<file path="config.mk">
export PLATFORM = sky130hd
export DESIGN_NAME = longest_common_subsequence_top
export DESIGN_NICKNAME = d
export VERILOG_FILES = /design/src/hdl/lcs_pkg.sv /design/src/hdl/longest_common_subsequence_top.sv /design/src/hdl/lcs_ram.sv
export SDC_FILE = /design/constraint.sdc
export NUM_CORES = 2
export LEC_CHECK = 0
export CAP_MARGIN = 10
export CORE_ASPECT_RATIO = 2
export CORE_MARGIN = 2
export CORE_UTILIZATION = 38
export CTS_CLUSTER_SIZE = 40
export DETAILED_ROUTE_END_ITERATION = 7
export DONT_BUFFER_PORTS = 1
export PLACE_DENSITY = 0.56
export SYNTH_ARGS = -nofsm -noshare
export SYNTH_HDL_FRONTEND = slang
export SYNTH_SLANG_ARGS = --single-unit
</file>
<file path="constraint.sdc">
create_clock -name clk -period 26.3 [get_ports clk]
set_input_delay 5.26 -clock clk [delete_from_list [all_inputs] [get_ports clk]]
set_output_delay 5.26 -clock clk [all_outputs]
set_load 0.01 [all_outputs]
</file>
<file path="src/hdl/lcs_pkg.sv">
// shared types, sizes and codes for the longest common subsequence engine
// no dependencies
`default_nettype none

package lcs_pkg;

  localparam int MAX_LEN   = 16;
  localparam int TABLE_DIM = MAX_LEN + 1;
  localparam int LEN_W     = $clog2(MAX_LEN + 1);
  localparam int IDX_W     = (MAX_LEN > 1) ? $clog2(MAX_LEN) : 1;
  localparam int TBL_DEPTH = TABLE_DIM * TABLE_DIM;
  localparam int TBL_AW    = $clog2(TBL_DEPTH);
  localparam int SYM_W     = 8;
  localparam int CLEN_W    = 5;

  localparam logic [1:0] MODE_FIRST  = 2'd0;
  localparam logic [1:0] MODE_SECOND = 2'd1;
  localparam logic [1:0] MODE_RUN    = 2'd2;

  typedef struct packed {
    logic [1:0]       mode;
    logic [SYM_W-1:0] symbol;
  } in_t;

  typedef struct packed {
    logic [SYM_W-1:0]  out_symbol;
    logic              has_symbol;
    logic [CLEN_W-1:0] common_length;
    logic              overflow;
    logic              last;
  } out_t;

  function automatic logic [TBL_AW-1:0] tbl_addr(input logic [LEN_W-1:0] row,
                                                 input logic [LEN_W-1:0] col);
    tbl_addr = TBL_AW'(row) * TBL_AW'(TABLE_DIM) + TBL_AW'(col);
  endfunction

endpackage

`default_nettype wire

</file>
<file path="src/hdl/longest_common_subsequence_top.sv">
// longest common subsequence engine: loads are taken while idle, a run fills
// the length table by a read and a write state per cell (m*n cells), traces
// back via read states and a decide state per step (at most m+n steps), then
// emits results via read and load states; one item is in work at a time
// synchronous reset empties both strings and clears the overflow flag
// depends on lcs_pkg and lcs_ram
`default_nettype none

module longest_common_subsequence_top
  import lcs_pkg::*;
(
  input  wire logic clk,
  input  wire logic rst,
  input  wire logic in_valid,
  output logic      in_ready,
  input  wire in_t  in_data,
  output logic      out_valid,
  input  wire logic out_ready,
  output out_t      out_data
);

  localparam logic [3:0] S_IDLE = 4'd0;
  localparam logic [3:0] S_CRD  = 4'd1;
  localparam logic [3:0] S_CWR  = 4'd2;
  localparam logic [3:0] S_TTOT = 4'd3;
  localparam logic [3:0] S_TTW  = 4'd4;
  localparam logic [3:0] S_TRD1 = 4'd5;
  localparam logic [3:0] S_TRD2 = 4'd6;
  localparam logic [3:0] S_TDEC = 4'd7;
  localparam logic [3:0] S_ERD  = 4'd8;
  localparam logic [3:0] S_ELD  = 4'd9;

  logic [3:0]       state;
  logic [LEN_W-1:0] flen;
  logic [LEN_W-1:0] slen;
  logic             ovf;
  logic [LEN_W-1:0] i;
  logic [LEN_W-1:0] j;
  logic [LEN_W-1:0] diag;
  logic [LEN_W-1:0] left;
  logic [LEN_W-1:0] up;
  logic [LEN_W-1:0] total;
  logic [LEN_W-1:0] pos;
  logic [LEN_W-1:0] k;

  logic [IDX_W-1:0]  a_waddr, a_raddr, b_waddr, b_raddr, r_waddr, r_raddr;
  logic              a_we, b_we, r_we, t_we;
  logic [SYM_W-1:0]  a_rdata, b_rdata, r_rdata;
  logic [TBL_AW-1:0] t_waddr, t_raddr;
  logic [LEN_W-1:0]  t_wdata, t_rdata;

  logic [LEN_W-1:0] im1, jm1, pm1;
  logic [LEN_W-1:0] up_c, left_c, v_c;
  logic [LEN_W-1:0] i_dec, j_dec;
  logic             sym_eq;
  logic             take;
  logic             load_out;
  logic             accept;

  assign im1    = i - LEN_W'(1);
  assign jm1    = j - LEN_W'(1);
  assign pm1    = pos - LEN_W'(1);
  assign sym_eq = (a_rdata == b_rdata);
  assign accept = in_valid && in_ready;
  assign in_ready = (state == S_IDLE);

  assign up_c   = (i == LEN_W'(1)) ? '0 : t_rdata;
  assign left_c = (j == LEN_W'(1)) ? '0 : t_rdata;
  assign v_c    = sym_eq ? diag + LEN_W'(1) : ((up_c > left) ? up_c : left);
  assign take   = sym_eq || (up > left_c);
  assign i_dec  = take ? im1 : i;
  assign j_dec  = (sym_eq || !(up > left_c)) ? jm1 : j;

  assign load_out = (state == S_ELD) && (!out_valid || out_ready);

  // string and buffer ports
  assign a_we    = accept && in_data.mode == MODE_FIRST && flen != LEN_W'(MAX_LEN);
  assign b_we    = accept && in_data.mode == MODE_SECOND && slen != LEN_W'(MAX_LEN);
  assign a_waddr = flen[IDX_W-1:0];
  assign b_waddr = slen[IDX_W-1:0];
  assign a_raddr = im1[IDX_W-1:0];
  assign b_raddr = jm1[IDX_W-1:0];
  assign r_we    = (state == S_TDEC) && sym_eq && pos != '0;
  assign r_waddr = pm1[IDX_W-1:0];
  assign r_raddr = k[IDX_W-1:0];

  // table ports
  assign t_we    = (state == S_CWR);
  assign t_waddr = tbl_addr(i, j);
  assign t_wdata = v_c;

  always_comb begin
    case (state)
      S_TTOT:  t_raddr = tbl_addr(i, j);
      S_TRD2:  t_raddr = tbl_addr(i, jm1);
      default: t_raddr = tbl_addr(im1, j);
    endcase
  end

  lcs_ram #(.WIDTH(SYM_W), .DEPTH(MAX_LEN)) u_first (
    .clk(clk), .we(a_we), .waddr(a_waddr), .wdata(in_data.symbol),
    .raddr(a_raddr), .rdata(a_rdata)
  );

  lcs_ram #(.WIDTH(SYM_W), .DEPTH(MAX_LEN)) u_second (
    .clk(clk), .we(b_we), .waddr(b_waddr), .wdata(in_data.symbol),
    .raddr(b_raddr), .rdata(b_rdata)
  );

  lcs_ram #(.WIDTH(LEN_W), .DEPTH(TBL_DEPTH)) u_table (
    .clk(clk), .we(t_we), .waddr(t_waddr), .wdata(t_wdata),
    .raddr(t_raddr), .rdata(t_rdata)
  );

  lcs_ram #(.WIDTH(SYM_W), .DEPTH(MAX_LEN)) u_result (
    .clk(clk), .we(r_we), .waddr(r_waddr), .wdata(a_rdata),
    .raddr(r_raddr), .rdata(r_rdata)
  );

  always_ff @(posedge clk) begin
    if (rst) begin
      state     <= S_IDLE;
      flen      <= '0;
      slen      <= '0;
      ovf       <= 1'b0;
      out_valid <= 1'b0;
    end else begin
      if (out_valid && out_ready && !load_out) begin
        out_valid <= 1'b0;
      end
      case (state)
        S_IDLE: begin
          if (accept) begin
            case (in_data.mode)
              MODE_FIRST: begin
                if (flen == LEN_W'(MAX_LEN)) ovf <= 1'b1;
                else flen <= flen + LEN_W'(1);
              end
              MODE_SECOND: begin
                if (slen == LEN_W'(MAX_LEN)) ovf <= 1'b1;
                else slen <= slen + LEN_W'(1);
              end
              MODE_RUN: begin
                k <= '0;
                if (flen == '0 || slen == '0) begin
                  total <= '0;
                  state <= S_ELD;
                end else begin
                  i     <= LEN_W'(1);
                  j     <= LEN_W'(1);
                  diag  <= '0;
                  left  <= '0;
                  state <= S_CRD;
                end
              end
              default: ;
            endcase
          end
        end
        S_CRD: state <= S_CWR;
        S_CWR: begin
          if (j == slen) begin
            if (i == flen) begin
              state <= S_TTOT;
            end else begin
              i     <= i + LEN_W'(1);
              j     <= LEN_W'(1);
              diag  <= '0;
              left  <= '0;
              state <= S_CRD;
            end
          end else begin
            diag  <= up_c;
            left  <= v_c;
            j     <= j + LEN_W'(1);
            state <= S_CRD;
          end
        end
        S_TTOT: state <= S_TTW;
        S_TTW: begin
          total <= t_rdata;
          pos   <= t_rdata;
          state <= S_TRD1;
        end
        S_TRD1: state <= S_TRD2;
        S_TRD2: begin
          up    <= up_c;
          state <= S_TDEC;
        end
        S_TDEC: begin
          if (sym_eq && pos != '0) pos <= pm1;
          i <= i_dec;
          j <= j_dec;
          if (i_dec == '0 || j_dec == '0) begin
            state <= (total == '0) ? S_ELD : S_ERD;
          end else begin
            state <= S_TRD1;
          end
        end
        S_ERD: state <= S_ELD;
        S_ELD: begin
          if (load_out) begin
            out_valid <= 1'b1;
            if (total == '0 || k == total - LEN_W'(1)) begin
              flen  <= '0;
              slen  <= '0;
              ovf   <= 1'b0;
              state <= S_IDLE;
            end else begin
              k     <= k + LEN_W'(1);
              state <= S_ERD;
            end
          end
        end
        default: state <= S_IDLE;
      endcase
    end
  end

  // output register payload
  always_ff @(posedge clk) begin
    if (load_out) begin
      out_data.out_symbol    <= (total == '0) ? '0 : r_rdata;
      out_data.has_symbol    <= (total != '0);
      out_data.common_length <= CLEN_W'(total);
      out_data.overflow      <= ovf;
      out_data.last          <= (total == '0) || (k == total - LEN_W'(1));
    end
  end

endmodule

`default_nettype wire

</file>
<file path="src/hdl/lcs_ram.sv">
// generic simple dual port ram, one write port and one registered read port
// no dependencies
`default_nettype none

module lcs_ram #(
  parameter int WIDTH = 8,
  parameter int DEPTH = 16
) (
  input  wire logic                     clk,
  input  wire logic                     we,
  input  wire logic [$clog2(DEPTH)-1:0] waddr,
  input  wire logic [WIDTH-1:0]         wdata,
  input  wire logic [$clog2(DEPTH)-1:0] raddr,
  output logic      [WIDTH-1:0]         rdata
);

  logic [WIDTH-1:0] mem [DEPTH];

  always_ff @(posedge clk) begin
    if (we) begin
      mem[waddr] <= wdata;
    end
    rdata <= mem[raddr];
  end

endmodule

`default_nettype wire

</file>
==> reports/results.ini <==
[worst_hold_path]
hold_class=flop to flop
hold_depth=0
hold_path.startpoint=ovf
holdPathEnd=out_data[1]

[global_routing]
antenna_found_initial=7
grt_pass1_vias=43320
grt_max_degree=217
grt_pass1_wl_microns=310700
grt_overflow=0
grt_usage_pct=20.59

[cts]
clk_pin_slew_ps=70
worstSkewPairLatency_ps=830
cts_buffers=161
h-tree-depth=4
hold_buffers=0
cts_root_buffer=clkbuf_16
cts_setup_buffers=0
cts_tree=yes
cts_resized=0
cts_buffer_depth=4
clock-sinks=1930

[die]
floorplan.die.width_microns=324.6
die_area_sq_um=209500
io_pins=32
coreArea_sq_um=204600
initial_core_util_pct=38.18
rows=235
die_y_microns=645.3

[timing]
setup_viol=0
grt_setup_unrepaired=false
skew_ps=54.27
tightest_slew_ps=1660
slew_viol_final=99
period_needed_ps=7616
holdWs_ps=484.2
fin_crit_sh_pct=28.96
setup_tns_ps=0
worst_slack_ps=18680
slew_headroom_pct=-10.69
fmax_mhz=131.3
hold_viol=0

[placement]
portBuffers=0
gp_congestion=0.9003
post_dp_cell_area_sq_um=81160
dp_hpwl_microns=144200
dp_slack_ps=18430

[worst_setup_path]
crit_path_max_incr_delay_ps=740
startpoint_type=flop
rr_endpoint=u_table.rdata[4]
cp.required_ps=26990
crit_slowest_cell=buf_4
endpoint_kind=flop
path_class=flop to flop
critPathMaxFanout=78
arrival_ps=8310
cpMostUsedCell=buf_4
path_cells=buf_4 > nor3_1 > xnor2_1 > inv_1 > ha_1 > ha_1 > inv_1 > fa_1 > xnor2_1 > o21ai_0 > o221ai_4 > buf_12 > buf_4 > buf_4 > buf_4 > mux4_2 > o22ai_1 > o31ai_1 > o21ai_0 > nor4bb_1 > o2111ai_1
ff2ff_setup_slack_ps=18680
r2r_cells=21
r2r-start=i[0]

[logic_synthesis]
synth_seq_cells=1930
synthesis.instances=4434
synth_top_cell_area_share_pct=72.45
synth_nets=4512
synth_largest_area_cell=edfxtp_1
synthArstFlopShare_pct=0
yosys-top-cells-count=edfxtp_1, nand2_1, nor2_1, mux4_2, nand3_1
yosysMostFrequentCell=edfxtp_1
yosysWarnings=0
yosysSeqAreaShare_pct=73.60
synth_area_leaders=edfxtp_1, mux4_2, nand2_1, nor2_1, dfxtp_1
synth_edf_count=1885
synth_cell_types=83
avgSynthCellArea_sq_um=17.62
synth_ff_type=edfxtp_1
syn_area_sq_um=78130

[routing]
via_per_inst=5.599
drt_wl_total_microns=217500
drtIter0Drc=3151
wl_per_cell_microns=29.78
drt_pass1_iterations=5
ant_nets=0
vias=40900
drc=0

[layout]
fillers=18270
syn_to_final_growth_pct=10.51
layout-drive-gt1-share_pct=16.96
final_area_sq_um=86340
multi_input_area_sq_um=19340
register_area_sq_um=57510
nets=4519

[power]
power_leakage_nw=26.79
p_total_mw=8.816
ir_drop_v=0.0001270
powerDensity_nw_per_um2=102.1

[outcome]
outcome=complete, but fails checks
violations=max-slew violations

[flow_run]
max_cap_violations=0

## through the flow
stage          utilization, %  cells
2_1_floorplan               -   4434
3_3_place_gp            39.66   6998
3_5_place_dp            39.66   6998
4_1_cts                 42.14   7279
5_1_grt                 42.19   7304
6_report                42.19   7305
## per-layer routing
layer	GRT usage, %	vias to the layer above	routed length (microns)
met5	0	-	32
met4	15.25	4	18070
met3	2.808	505	10150
met2	38.83	1327	119200
met1	20.37	21540	70080
li1	-	17520	-
## cells in the final DEF (no fill, tap or decap), types with 10 or more instances in the layout
master        n
xor2_1       29
xnor2_1      28
mux4_2      408
nor2b_1      23
and2_1       17
buf_4        81
o211ai_1     11
bufinv_16    14
nor4_1       12
mux2i_1      50
nand3_1     176
and3_1       29
nand2b_1     14
o31ai_1      14
clkinv_1     28
a32oi_1      17
o21ai_0      39
a21boi_0     10
edfxtp_1   1885
nand4_1      21
nor3_1       56
o22ai_1      21
nor2_1      434
clkinv_2     31
clkbuf_16   165
ha_1         60
inv_1        43
a21oi_1      71
a22oi_1      13
a31oi_1      25
clkbuf_1     24
a221oi_1     10
dfxtp_1      45
nand2_1     443
diode_2      21
or4_1        12
## cell type report
cell class,count,share of cell area (%)
sequential,1930,66.60
multi-input combinational,2212,22.40
tap,2725,3.949
antenna,21,0.06087
inverter,43,0.1869
clock inverter,88,0.9318
timing repair buffer,93,0.9188
clock buffer,193,4.950
## worst max-delay path: cells and delay by family (launching register included)
| kind | cells | cell delay, ps |
|---|---|---|
| multiplexers | 1 | 430 |
| buffers and inverters | 7 | 3530 |
| flip-flops | 1 | 350 |
| AND/OR/NAND/NOR | 2 | 510 |
| XOR/XNOR | 2 | 370 |
| adder cells (fa/ha/maj) | 3 | 1040 |
| AO/OA/AOI/OAI | 6 | 1120 |
## registers in the layout (all words and copies together) (netlist names)
register	cells
i	5
u_table.mem	1445
slen	5
u_second.mem	128
pos	5
ovf	1
j	5
flen	5
u_first.mem	128
total	5
u_second.rdata	8
u_table.rdata	5
out_data	16
u_first.rdata	8
u_result.rdata	8
diag	5
left	5
u_result.mem	128
out_valid	1
k	5
up	5
state	4
## worst max path at each step
stage                     start                  to
3_3_place_gp         in_data[9]  u_second.mem[2][3]
4_1_cts                    i[0]    u_table.rdata[4]
5_1_grt                    i[0]    u_table.rdata[4]
3_5_place_dp         in_data[9]  u_second.mem[0][4]
2_1_floorplan  u_first.rdata[4]   u_table.mem[0][0]
6_report                   i[0]    u_table.rdata[4]
## logic make-up after synthesis
logic type,Yosys count,synth area share (%)
simple gates,1281,7.195
fa+ha+maj,64,1.063
mux,469,12.57
flops,1930,73.60
compound gates,338,3.019
buf+inv,292,1.842
xor+xnor,60,0.7062
## power breakdown
part	internal, mW	switching, mW	total [mW]
sequential	3.90	0.0770	3.98
clock	1.30	1.09	2.39
combinational	0.694	1.76	2.45
Note: power is estimated with default switching activity, not from simulation.
